<file path="config.mk">
export PLATFORM = sky130hd
export DESIGN_NAME = utf16_tag_backward_search_core
export DESIGN_NICKNAME = d
export VERILOG_FILES = /design/src/hw/rtl/utbs_pkg.sv /design/src/hw/rtl/utbs_csr.sv /design/src/hw/rtl/utbs_front.sv /design/src/hw/rtl/utbs_queue.sv /design/src/hw/rtl/utbs_back.sv /design/src/hw/rtl/utf16_tag_backward_search_core.sv
export SDC_FILE = /design/constraint.sdc
export NUM_CORES = 1
export LEC_CHECK = 0
export CORE_MARGIN = 3
export CORE_UTILIZATION = 55
export CTS_BUF_LIST = sky130_fd_sc_hd__clkbuf_8
export DETAILED_ROUTE_END_ITERATION = 10
export DONT_BUFFER_PORTS = 1
export GPL_TIMING_DRIVEN = 0
export MAX_ROUTING_LAYER = met4
export PLACE_DENSITY = 0.73
export SETUP_SLACK_MARGIN = 0.02
export SYNTH_ARGS = -nofsm -noshare
export SYNTH_HDL_FRONTEND = slang
export SYNTH_SLANG_ARGS = --single-unit
</file>
<file path="constraint.sdc">
create_clock -name clock -period 53 [get_ports clock]
set_input_delay 10.6 -clock clock [delete_from_list [all_inputs] [get_ports clock]]
set_output_delay 10.6 -clock clock [all_outputs]
set_load 0.01 [all_outputs]
</file>
<file path="src/hw/rtl/utbs_pkg.sv">
package utbs_pkg;

   localparam int MAX_PATTERN_CHARS = 32;
   localparam int OFFSET_BITS       = 40;
   localparam int DATA_BITS         = 8;
   localparam int CFG_BITS          = 64;
   localparam int PATTERN_REGS      = 4;
   localparam int PATTERN_BITS      = PATTERN_REGS * CFG_BITS;
   localparam int LEN_BITS          = 6;
   localparam int WIN_DEPTH         = 2 * MAX_PATTERN_CHARS;
   localparam int FILL_BITS         = $clog2(WIN_DEPTH + 1);
   localparam int CSR_INDEX_BITS    = 3;
   localparam int QUEUE_DEPTH       = 4;
   localparam int QPTR_BITS         = $clog2(QUEUE_DEPTH);
   localparam int QCNT_BITS         = $clog2(QUEUE_DEPTH + 1);

   localparam logic [DATA_BITS-1:0] WIDE_FILL = 8'h00;

   typedef enum logic [CSR_INDEX_BITS-1:0] {
      CSR_PAT_LOW      = 3'd0,
      CSR_PAT_MID_LOW  = 3'd1,
      CSR_PAT_MID_HIGH = 3'd2,
      CSR_PAT_HIGH     = 3'd3,
      CSR_LENGTH       = 3'd4,
      CSR_LIMIT        = 3'd5
   } csr_index_type;

   typedef struct packed {
      logic [PATTERN_BITS-1:0] pattern;
      logic [LEN_BITS-1:0]     length;
      logic [OFFSET_BITS-1:0]  limit;
   } cfg_type;

   typedef struct packed {
      logic [DATA_BITS-1:0]   data_byte;
      logic [OFFSET_BITS-1:0] byte_offset;
      logic                   final_byte;
      logic                   skip;
   } item_type;

endpackage

</file>
<file path="src/hw/rtl/utbs_csr.sv">
module utbs_csr (
   input  logic                                clock,
   input  logic                                reset,
   input  logic                                csr_valid,
   output logic                                csr_ready,
   input  logic [utbs_pkg::CSR_INDEX_BITS-1:0] csr_index,
   input  logic [utbs_pkg::CFG_BITS-1:0]       csr_wdata,
   output utbs_pkg::cfg_type                   cfg
);
   import utbs_pkg::*;

   cfg_type cfg_ff, cfg_in;

   always_comb begin
      cfg_in = cfg_ff;
      if (csr_valid) begin
         unique case (csr_index_type'(csr_index))
            CSR_PAT_LOW:      cfg_in.pattern[0*CFG_BITS +: CFG_BITS] = csr_wdata;
            CSR_PAT_MID_LOW:  cfg_in.pattern[1*CFG_BITS +: CFG_BITS] = csr_wdata;
            CSR_PAT_MID_HIGH: cfg_in.pattern[2*CFG_BITS +: CFG_BITS] = csr_wdata;
            CSR_PAT_HIGH:     cfg_in.pattern[3*CFG_BITS +: CFG_BITS] = csr_wdata;
            CSR_LENGTH:       cfg_in.length = csr_wdata[LEN_BITS-1:0];
            CSR_LIMIT:        cfg_in.limit  = csr_wdata[OFFSET_BITS-1:0];
            default:          cfg_in = cfg_ff;
         endcase
      end
   end

   always_ff @(posedge clock) begin
      if (reset) begin
         cfg_ff.pattern <= '0;
         cfg_ff.length  <= LEN_BITS'(1);
         cfg_ff.limit   <= '0;
      end else begin
         cfg_ff <= cfg_in;
      end
   end

   assign csr_ready = 1'b1;
   assign cfg       = cfg_ff;

endmodule

</file>
<file path="src/hw/rtl/utbs_front.sv">
module utbs_front (
   input  logic                             req_valid,
   output logic                             req_stall,
   input  logic [utbs_pkg::DATA_BITS-1:0]   req_data_byte,
   input  logic [utbs_pkg::OFFSET_BITS-1:0] req_byte_offset,
   input  logic                             req_final_byte,
   input  utbs_pkg::cfg_type                cfg,
   input  logic                             queue_full,
   output logic                             push,
   output utbs_pkg::item_type               push_item
);
   import utbs_pkg::*;

   // mark bytes at or above a nonzero limit for skipping
   always_comb begin
      push_item.data_byte   = req_data_byte;
      push_item.byte_offset = req_byte_offset;
      push_item.final_byte  = req_final_byte;
      push_item.skip        = (cfg.limit != '0) && (req_byte_offset >= cfg.limit);
   end

   assign req_stall = queue_full;
   assign push      = req_valid && !queue_full;

endmodule

</file>
<file path="src/hw/rtl/utbs_queue.sv">
module utbs_queue (
   input  logic               clock,
   input  logic               reset,
   input  logic               push,
   input  utbs_pkg::item_type push_item,
   input  logic               pop,
   output utbs_pkg::item_type pop_item,
   output logic               queue_full,
   output logic               queue_empty
);
   import utbs_pkg::*;

   item_type               q_ff [QUEUE_DEPTH];
   logic [QPTR_BITS-1:0]   wr_ptr_ff, wr_ptr_in;
   logic [QPTR_BITS-1:0]   rd_ptr_ff, rd_ptr_in;
   logic [QCNT_BITS-1:0]   count_ff, count_in;

   always_comb begin
      wr_ptr_in = push ? wr_ptr_ff + QPTR_BITS'(1) : wr_ptr_ff;
      rd_ptr_in = pop  ? rd_ptr_ff + QPTR_BITS'(1) : rd_ptr_ff;
      count_in  = count_ff;
      if (push && !pop) begin
         count_in = count_ff + QCNT_BITS'(1);
      end else if (pop && !push) begin
         count_in = count_ff - QCNT_BITS'(1);
      end
   end

   always_ff @(posedge clock) begin
      if (reset) begin
         wr_ptr_ff <= '0;
         rd_ptr_ff <= '0;
         count_ff  <= '0;
      end else begin
         wr_ptr_ff <= wr_ptr_in;
         rd_ptr_ff <= rd_ptr_in;
         count_ff  <= count_in;
      end
   end

   always_ff @(posedge clock) begin
      if (push) begin
         q_ff[wr_ptr_ff] <= push_item;
      end
   end

   assign pop_item    = q_ff[rd_ptr_ff];
   assign queue_full  = (count_ff == QCNT_BITS'(QUEUE_DEPTH));
   assign queue_empty = (count_ff == '0);

endmodule

</file>
<file path="src/hw/rtl/utbs_back.sv">
module utbs_back (
   input  logic                             clock,
   input  logic                             reset,
   input  utbs_pkg::cfg_type                cfg,
   input  utbs_pkg::item_type               pop_item,
   input  logic                             queue_empty,
   output logic                             pop,
   output logic                             rsp_valid,
   input  logic                             rsp_stall,
   output logic                             rsp_found,
   output logic [utbs_pkg::OFFSET_BITS-1:0] rsp_match_offset
);
   import utbs_pkg::*;

   logic [DATA_BITS-1:0]   win_ff [WIN_DEPTH];
   logic [DATA_BITS-1:0]   win_in [WIN_DEPTH];
   logic [DATA_BITS-1:0]   win_shift [WIN_DEPTH];
   logic [FILL_BITS-1:0]   fill_ff, fill_in, fill_inc;
   logic                   done_ff, done_in;
   logic                   rsp_valid_ff, rsp_valid_in;
   logic                   found_ff, found_in;
   logic [OFFSET_BITS-1:0] offset_ff, offset_in;
   logic [LEN_BITS-1:0]    eff_len;
   logic [MAX_PATTERN_CHARS-1:0] lane_ok;
   logic                   hit;
   logic                   result;

   always_comb begin
      eff_len = cfg.length;
      if (cfg.length == '0) begin
         eff_len = LEN_BITS'(1);
      end else if (cfg.length > LEN_BITS'(MAX_PATTERN_CHARS)) begin
         eff_len = LEN_BITS'(MAX_PATTERN_CHARS);
      end

      win_shift[0] = pop_item.data_byte;
      for (int i = 1; i < WIN_DEPTH; i++) begin
         win_shift[i] = win_ff[i-1];
      end

      fill_inc = (fill_ff == FILL_BITS'(WIN_DEPTH)) ? fill_ff : fill_ff + FILL_BITS'(1);

      // compare each widened character against the shifted window
      for (int i = 0; i < MAX_PATTERN_CHARS; i++) begin
         lane_ok[i] = ((win_shift[2*i] == cfg.pattern[8*i +: 8])
                       && (win_shift[2*i+1] == WIDE_FILL))
                      || !(LEN_BITS'(i) < eff_len);
      end
      hit = (&lane_ok) && (fill_inc >= FILL_BITS'({eff_len, 1'b0}));

      pop = !queue_empty && (!rsp_valid_ff || !rsp_stall);

      win_in       = win_ff;
      fill_in      = fill_ff;
      done_in      = done_ff;
      rsp_valid_in = rsp_valid_ff && rsp_stall;
      found_in     = found_ff;
      offset_in    = offset_ff;
      result       = 1'b0;

      if (pop) begin
         if (!done_ff) begin
            if (!pop_item.skip) begin
               win_in  = win_shift;
               fill_in = fill_inc;
               if (hit) begin
                  result    = 1'b1;
                  found_in  = 1'b1;
                  offset_in = pop_item.byte_offset;
                  done_in   = 1'b1;
               end
            end
            if (!result && pop_item.final_byte) begin
               result    = 1'b1;
               found_in  = 1'b0;
               offset_in = '0;
            end
         end
         if (pop_item.final_byte) begin
            fill_in = '0;
            done_in = 1'b0;
         end
         if (result) begin
            rsp_valid_in = 1'b1;
         end
      end
   end

   always_ff @(posedge clock) begin
      if (reset) begin
         fill_ff      <= '0;
         done_ff      <= 1'b0;
         rsp_valid_ff <= 1'b0;
      end else begin
         fill_ff      <= fill_in;
         done_ff      <= done_in;
         rsp_valid_ff <= rsp_valid_in;
      end
   end

   always_ff @(posedge clock) begin
      win_ff    <= win_in;
      found_ff  <= found_in;
      offset_ff <= offset_in;
   end

   assign rsp_valid        = rsp_valid_ff;
   assign rsp_found        = found_ff;
   assign rsp_match_offset = offset_ff;

endmodule

</file>
<file path="src/hw/rtl/utf16_tag_backward_search_core.sv">
// channel  valid       stall / ready  payload
// req      req_valid   req_stall      req_data_byte, req_byte_offset, req_final_byte
// rsp      rsp_valid   rsp_stall      rsp_found, rsp_match_offset
// csr      csr_valid   csr_ready      csr_index, csr_wdata
//
// One word per cycle sustained while req_stall is low; a result reaches rsp once its word has
// passed through the queue and been registered into the back end's rsp registers.
// Throughput is set by the window shift and the 32-lane compare in the back end.
// Synchronous reset clears the window fill, the search state, the queue pointers and
// rsp_valid, and resets the settings; window bytes, queue slots and the result payload are left as they are.
// A four-word queue absorbs up to four input words while a result waits on rsp_stall;
// req_stall rises once the queue is full.
module utf16_tag_backward_search_core (
   input  logic                                clock,
   input  logic                                reset,
   input  logic                                req_valid,
   output logic                                req_stall,
   input  logic [utbs_pkg::DATA_BITS-1:0]      req_data_byte,
   input  logic [utbs_pkg::OFFSET_BITS-1:0]    req_byte_offset,
   input  logic                                req_final_byte,
   output logic                                rsp_valid,
   input  logic                                rsp_stall,
   output logic                                rsp_found,
   output logic [utbs_pkg::OFFSET_BITS-1:0]    rsp_match_offset,
   input  logic                                csr_valid,
   output logic                                csr_ready,
   input  logic [utbs_pkg::CSR_INDEX_BITS-1:0] csr_index,
   input  logic [utbs_pkg::CFG_BITS-1:0]       csr_wdata
);
   import utbs_pkg::*;

   cfg_type  cfg;
   item_type push_item;
   item_type pop_item;
   logic     push;
   logic     pop;
   logic     queue_full;
   logic     queue_empty;

   utbs_csr u_csr (
      .clock     (clock),
      .reset     (reset),
      .csr_valid (csr_valid),
      .csr_ready (csr_ready),
      .csr_index (csr_index),
      .csr_wdata (csr_wdata),
      .cfg       (cfg)
   );

   utbs_front u_front (
      .req_valid       (req_valid),
      .req_stall       (req_stall),
      .req_data_byte   (req_data_byte),
      .req_byte_offset (req_byte_offset),
      .req_final_byte  (req_final_byte),
      .cfg             (cfg),
      .queue_full      (queue_full),
      .push            (push),
      .push_item       (push_item)
   );

   utbs_queue u_queue (
      .clock       (clock),
      .reset       (reset),
      .push        (push),
      .push_item   (push_item),
      .pop         (pop),
      .pop_item    (pop_item),
      .queue_full  (queue_full),
      .queue_empty (queue_empty)
   );

   utbs_back u_back (
      .clock            (clock),
      .reset            (reset),
      .cfg              (cfg),
      .pop_item         (pop_item),
      .queue_empty      (queue_empty),
      .pop              (pop),
      .rsp_valid        (rsp_valid),
      .rsp_stall        (rsp_stall),
      .rsp_found        (rsp_found),
      .rsp_match_offset (rsp_match_offset)
   );

endmodule

</file>
==> summary.md <==
- Post-Layout Inst Area: 45,340 sq um
- Max Fclk: 77.02 MHz
- Peak supply drop: 0.03600 mV
- HPWL after DPL: 71,600 microns
- worst endpoint data arrival time: 13.48 ns
- Hold WS: 0.4141 ns
- Clock Pin Slew Worst Setup and Hold Paths: 0.06 ns
- Overall Global Routing Usage: 0.2640
- number of flops mapped to enable cells by yosys: 745
- critical-path maximum fanout: 14
- setup fix buffers added after clock tree synthesis: 0
- met2 wire len: 45,760 microns
- max-slew violation count: 0
- outcome: complete, no violations
- Reg2Reg Launch Point: u_csr.cfg[43]$_SDFFE_PP0P_
- share of the clock period used by the worst path: 0.2450
- Clock Root Buffer: sky130_fd_sc_hd__clkbuf_8
- Synth Cell Area: 40,180 sq um
- share of async-settable or async-resettable flops after synthesis: 0
- Hold Buf Count CTS: 0
- cts repair resizes: 0
- total congestion overflow: 0
- Detailed Routing Iterations Pass 1: 6
- P&R area growth vs syn: 12.84%
- Via density: 5.786
- M1 wire length: 39,190 microns
- P per Cell Area: 50.54 nW/um^2
- clock tree from TritonCTS: yes
- highest signal layer in the routed design: met4
- layout filler cell count: 5,239
- Final Worst Setup Slack: 40.02 ns
- Critical path origin: rsp_stall
- Seq cells post-synth: 1,065
- average size of a mapped cell: 13.56 sq um
- wire length on met3: 10,270 microns
- time the final worst path needs with I/O delays and setup: 12.98 ns
- cts bufs inserted: 164
- library cells used by synthesis: 61
- fraction of layout cells with a size suffix above 1: 0.1067
- per-cell routed wire length: 23.09 microns
- CP required: 53.50 ns
- DRC violation count after routing: 0
- normalized max-slew margin: 0.02469
- area of the placeable core: 71,980 sq um
- die boundary width: 276.3 microns
- CTS sink cnt: 1,065
- wirelength, routed: 98,650 microns
- non-filler instance count after layout: 4,272
- maximum buffer depth of the clock tree: 3
- final core utilization: 0.6299
- hold crit path type: reg2reg
- RSZ-0062 raised after global routing: no
- Min-Delay Startpoint: u_back.win_ff[109]$_DFFE_PP_
- number of global-route vias before repair: 24,440
- NumNets Final: 3,352
- Synth Instances: 2,962
- Setup Viol. Count Final: 0
- initial antenna violation count: 8
- height of the chip: 276.3 microns
- vias post-DR: 24,720
- deepest level of the CTS H-tree: 4
- Placed Cells incl. Taps: 3,961
- measured slew at the worst slew-check pin: 1.450 ns
- Starting Density: 0.5582
- largest net degree at the start of global routing: 35
- Leak: 14.45 nW
- worst slack at placement: 39.24 ns
- most used flip-flop cell after synthesis: sky130_fd_sc_hd__edfxtp_1
- Post-Place Cell Area: 42,000 sq um
- sequential share of the synthesized area: 0.7162
- global-route wire length before repair: 146,800 microns
- Yosys Warn Count: 0
- GPL Wtd Cong: 0.9317
- crit path launch type: primary input
- count of buffers inserted at the top-level ports: 0
- antenna-violating nets left: 0
- number of top-level pins: 165
- CP endpoint kind: register
- total of max-cap violations: 0
- final hold vios: 0
- num rows: 98
- Setup Skew: 0.05281 ns
- critical path type: in2reg
- nets in the synthesized netlist: 3,137
- clock network latency to the later pin of the worst-skew pair: 0.82 ns
- die outline area: 76,330 sq um
- drt first-iter violations: 2,564
-- through the flow --
step           total power, mW  TNS (ns)
3_3_place_gp             1.867  -2367.70
5_1_grt                  2.382         0
2_1_floorplan            1.690         0
4_1_cts                  2.299         0
6_report                 2.291         0
3_5_place_dp             1.624         0
-- cells in the mapped netlist (7+ instances only) --
| cell | count | area (sq um) |
|---|---|---|
| sky130_fd_sc_hd__nor4_1 | 104 | 650.6 |
| sky130_fd_sc_hd__nand4_1 | 76 | 475.5 |
| sky130_fd_sc_hd__edfxtp_1 | 745 | 22370 |
| sky130_fd_sc_hd__o21ai_0 | 17 | 85.08 |
| sky130_fd_sc_hd__xnor2_1 | 200 | 1752 |
| sky130_fd_sc_hd__nor2b_1 | 8 | 50.05 |
| sky130_fd_sc_hd__nor2_1 | 43 | 161.4 |
| sky130_fd_sc_hd__a21boi_2 | 8 | 90.09 |
| sky130_fd_sc_hd__ha_1 | 53 | 663.1 |
| sky130_fd_sc_hd__a21oi_1 | 317 | 1587 |
| sky130_fd_sc_hd__clkbuf_1 | 118 | 442.9 |
| sky130_fd_sc_hd__xor2_1 | 65 | 569.3 |
| sky130_fd_sc_hd__a21o_1 | 21 | 157.7 |
| sky130_fd_sc_hd__dfxtp_1 | 320 | 6406 |
| sky130_fd_sc_hd__nand2_1 | 623 | 2338 |
| sky130_fd_sc_hd__mux2i_1 | 7 | 70.07 |
| sky130_fd_sc_hd__mux4_2 | 50 | 1126 |
| sky130_fd_sc_hd__nor3_1 | 16 | 80.08 |
| sky130_fd_sc_hd__a21boi_1 | 30 | 225.2 |
| sky130_fd_sc_hd__inv_1 | 52 | 195.2 |
-- routing by layer --
metal	global-route usage	up-vias
met1	0.3404	12190
met4	0.1007	0
met5	-	-
met2	0.3993	1123
met3	0.07642	204
li1	-	11200
-- path summary, 6_finish.rpt --
check | cells past startpoint | to | slack [ns]
setup / recovery | 12 | u_back.win_ff[39]$_DFFE_PP_ | 40.02
hold reg to reg | 0 | u_back.win_ff[101]$_DFFE_PP_ | 0.41
setup reg to reg | 15 | u_back.rsp_match_offset[21]$_SDFFCE_PP0P_ | 48.06
hold / removal | 0 | u_back.win_ff[101]$_DFFE_PP_ | 0.41
-- kinds of logic after synthesis --
| family | synth area share |
|---|---|
| flops | 0.7162 |
| compound gates | 0.06253 |
| buf+inv | 0.01822 |
| simple gates | 0.09837 |
| mux | 0.02977 |
| xor+xnor | 0.05777 |
| other cells | 0.00009333 |
| fa+ha+maj | 0.01700 |
-- cell usage in the layout, fill, tap and decap left out, types with 5 or more instances in the layout --
master,netlist,final
sky130_fd_sc_hd__edfxtp_1,745,745
sky130_fd_sc_hd__nand2_1,623,623
sky130_fd_sc_hd__dfxtp_1,320,320
sky130_fd_sc_hd__a21oi_1,317,317
sky130_fd_sc_hd__xnor2_1,200,200
sky130_fd_sc_hd__clkbuf_8,0,185
sky130_fd_sc_hd__inv_1,52,119
sky130_fd_sc_hd__clkbuf_1,118,118
sky130_fd_sc_hd__nor4_1,104,104
sky130_fd_sc_hd__nand4_1,76,76
sky130_fd_sc_hd__xor2_1,65,65
sky130_fd_sc_hd__ha_1,53,53
sky130_fd_sc_hd__mux4_2,50,50
sky130_fd_sc_hd__nor2_1,43,43
sky130_fd_sc_hd__buf_6,6,39
sky130_fd_sc_hd__a21boi_1,30,30
sky130_fd_sc_hd__a21o_1,21,21
sky130_fd_sc_hd__clkinv_2,0,20
sky130_fd_sc_hd__o21ai_0,17,17
sky130_fd_sc_hd__nor3_1,16,15
sky130_fd_sc_hd__clkinv_1,0,12
sky130_fd_sc_hd__nor2b_1,8,8
sky130_fd_sc_hd__a21boi_2,8,8
sky130_fd_sc_hd__buf_8,0,8
sky130_fd_sc_hd__mux2i_1,7,7
sky130_fd_sc_hd__nand3_1,6,6
sky130_fd_sc_hd__bufinv_16,0,6
sky130_fd_sc_hd__buf_1,5,5
sky130_fd_sc_hd__clkinv_8,0,5
sky130_fd_sc_hd__buf_12,0,5
-- layout make-up --
cell class / instances / area (sq um) / area share
flip-flops and latches: 1065 / 28780 / 0.6347
diodes: 3 / 7.507 / 0.0001656
clock inverters: 123 / 788.3 / 0.01739
clock buffers: 185 / 2546 / 0.05616
inverters: 52 / 195.2 / 0.004305
plain buffers: 130 / 536.8 / 0.01184
repair buffers: 49 / 611.8 / 0.01349
multi-input cells: 1715 / 10690 / 0.2357
well taps: 950 / 1189 / 0.02622
-- power breakdown --
group | leakage (nW) | switching, mW | internal, mW | total (mW)
clock | 1.96 | 0.323 | 0.355 | 0.678
combinational | 3.32 | 0.201 | 0.140 | 0.341
sequential | 9.18 | 0.122 | 1.15 | 1.27
total | 14.5 | 0.646 | 1.65 | 2.29
-- critical path, cell delays in order --
cell and delay (ns):
sky130_fd_sc_hd__nand2_1 0.09, sky130_fd_sc_hd__o31a_1 0.33, sky130_fd_sc_hd__inv_1 0.16, sky130_fd_sc_hd__nor3_2 0.77
sky130_fd_sc_hd__buf_8 0.24, sky130_fd_sc_hd__buf_6 0.17, sky130_fd_sc_hd__buf_6 0.19, sky130_fd_sc_hd__buf_6 0.18
sky130_fd_sc_hd__buf_6 0.19, sky130_fd_sc_hd__buf_8 0.17, sky130_fd_sc_hd__buf_6 0.19, sky130_fd_sc_hd__buf_6 0.17
-- sequential cells by signal, summed over array words and instances (netlist names), 2 cells and up, named ones only --
signal                   count
u_csr.cfg                  302
u_back.rsp_match_offset     40
u_queue.q_ff               200
u_back.fill_ff               7
u_queue.count_ff             3
u_back.win_ff              504
u_queue.wr_ptr_ff            2
u_queue.rd_ptr_ff            2
(Power assumes the default switching activity.)
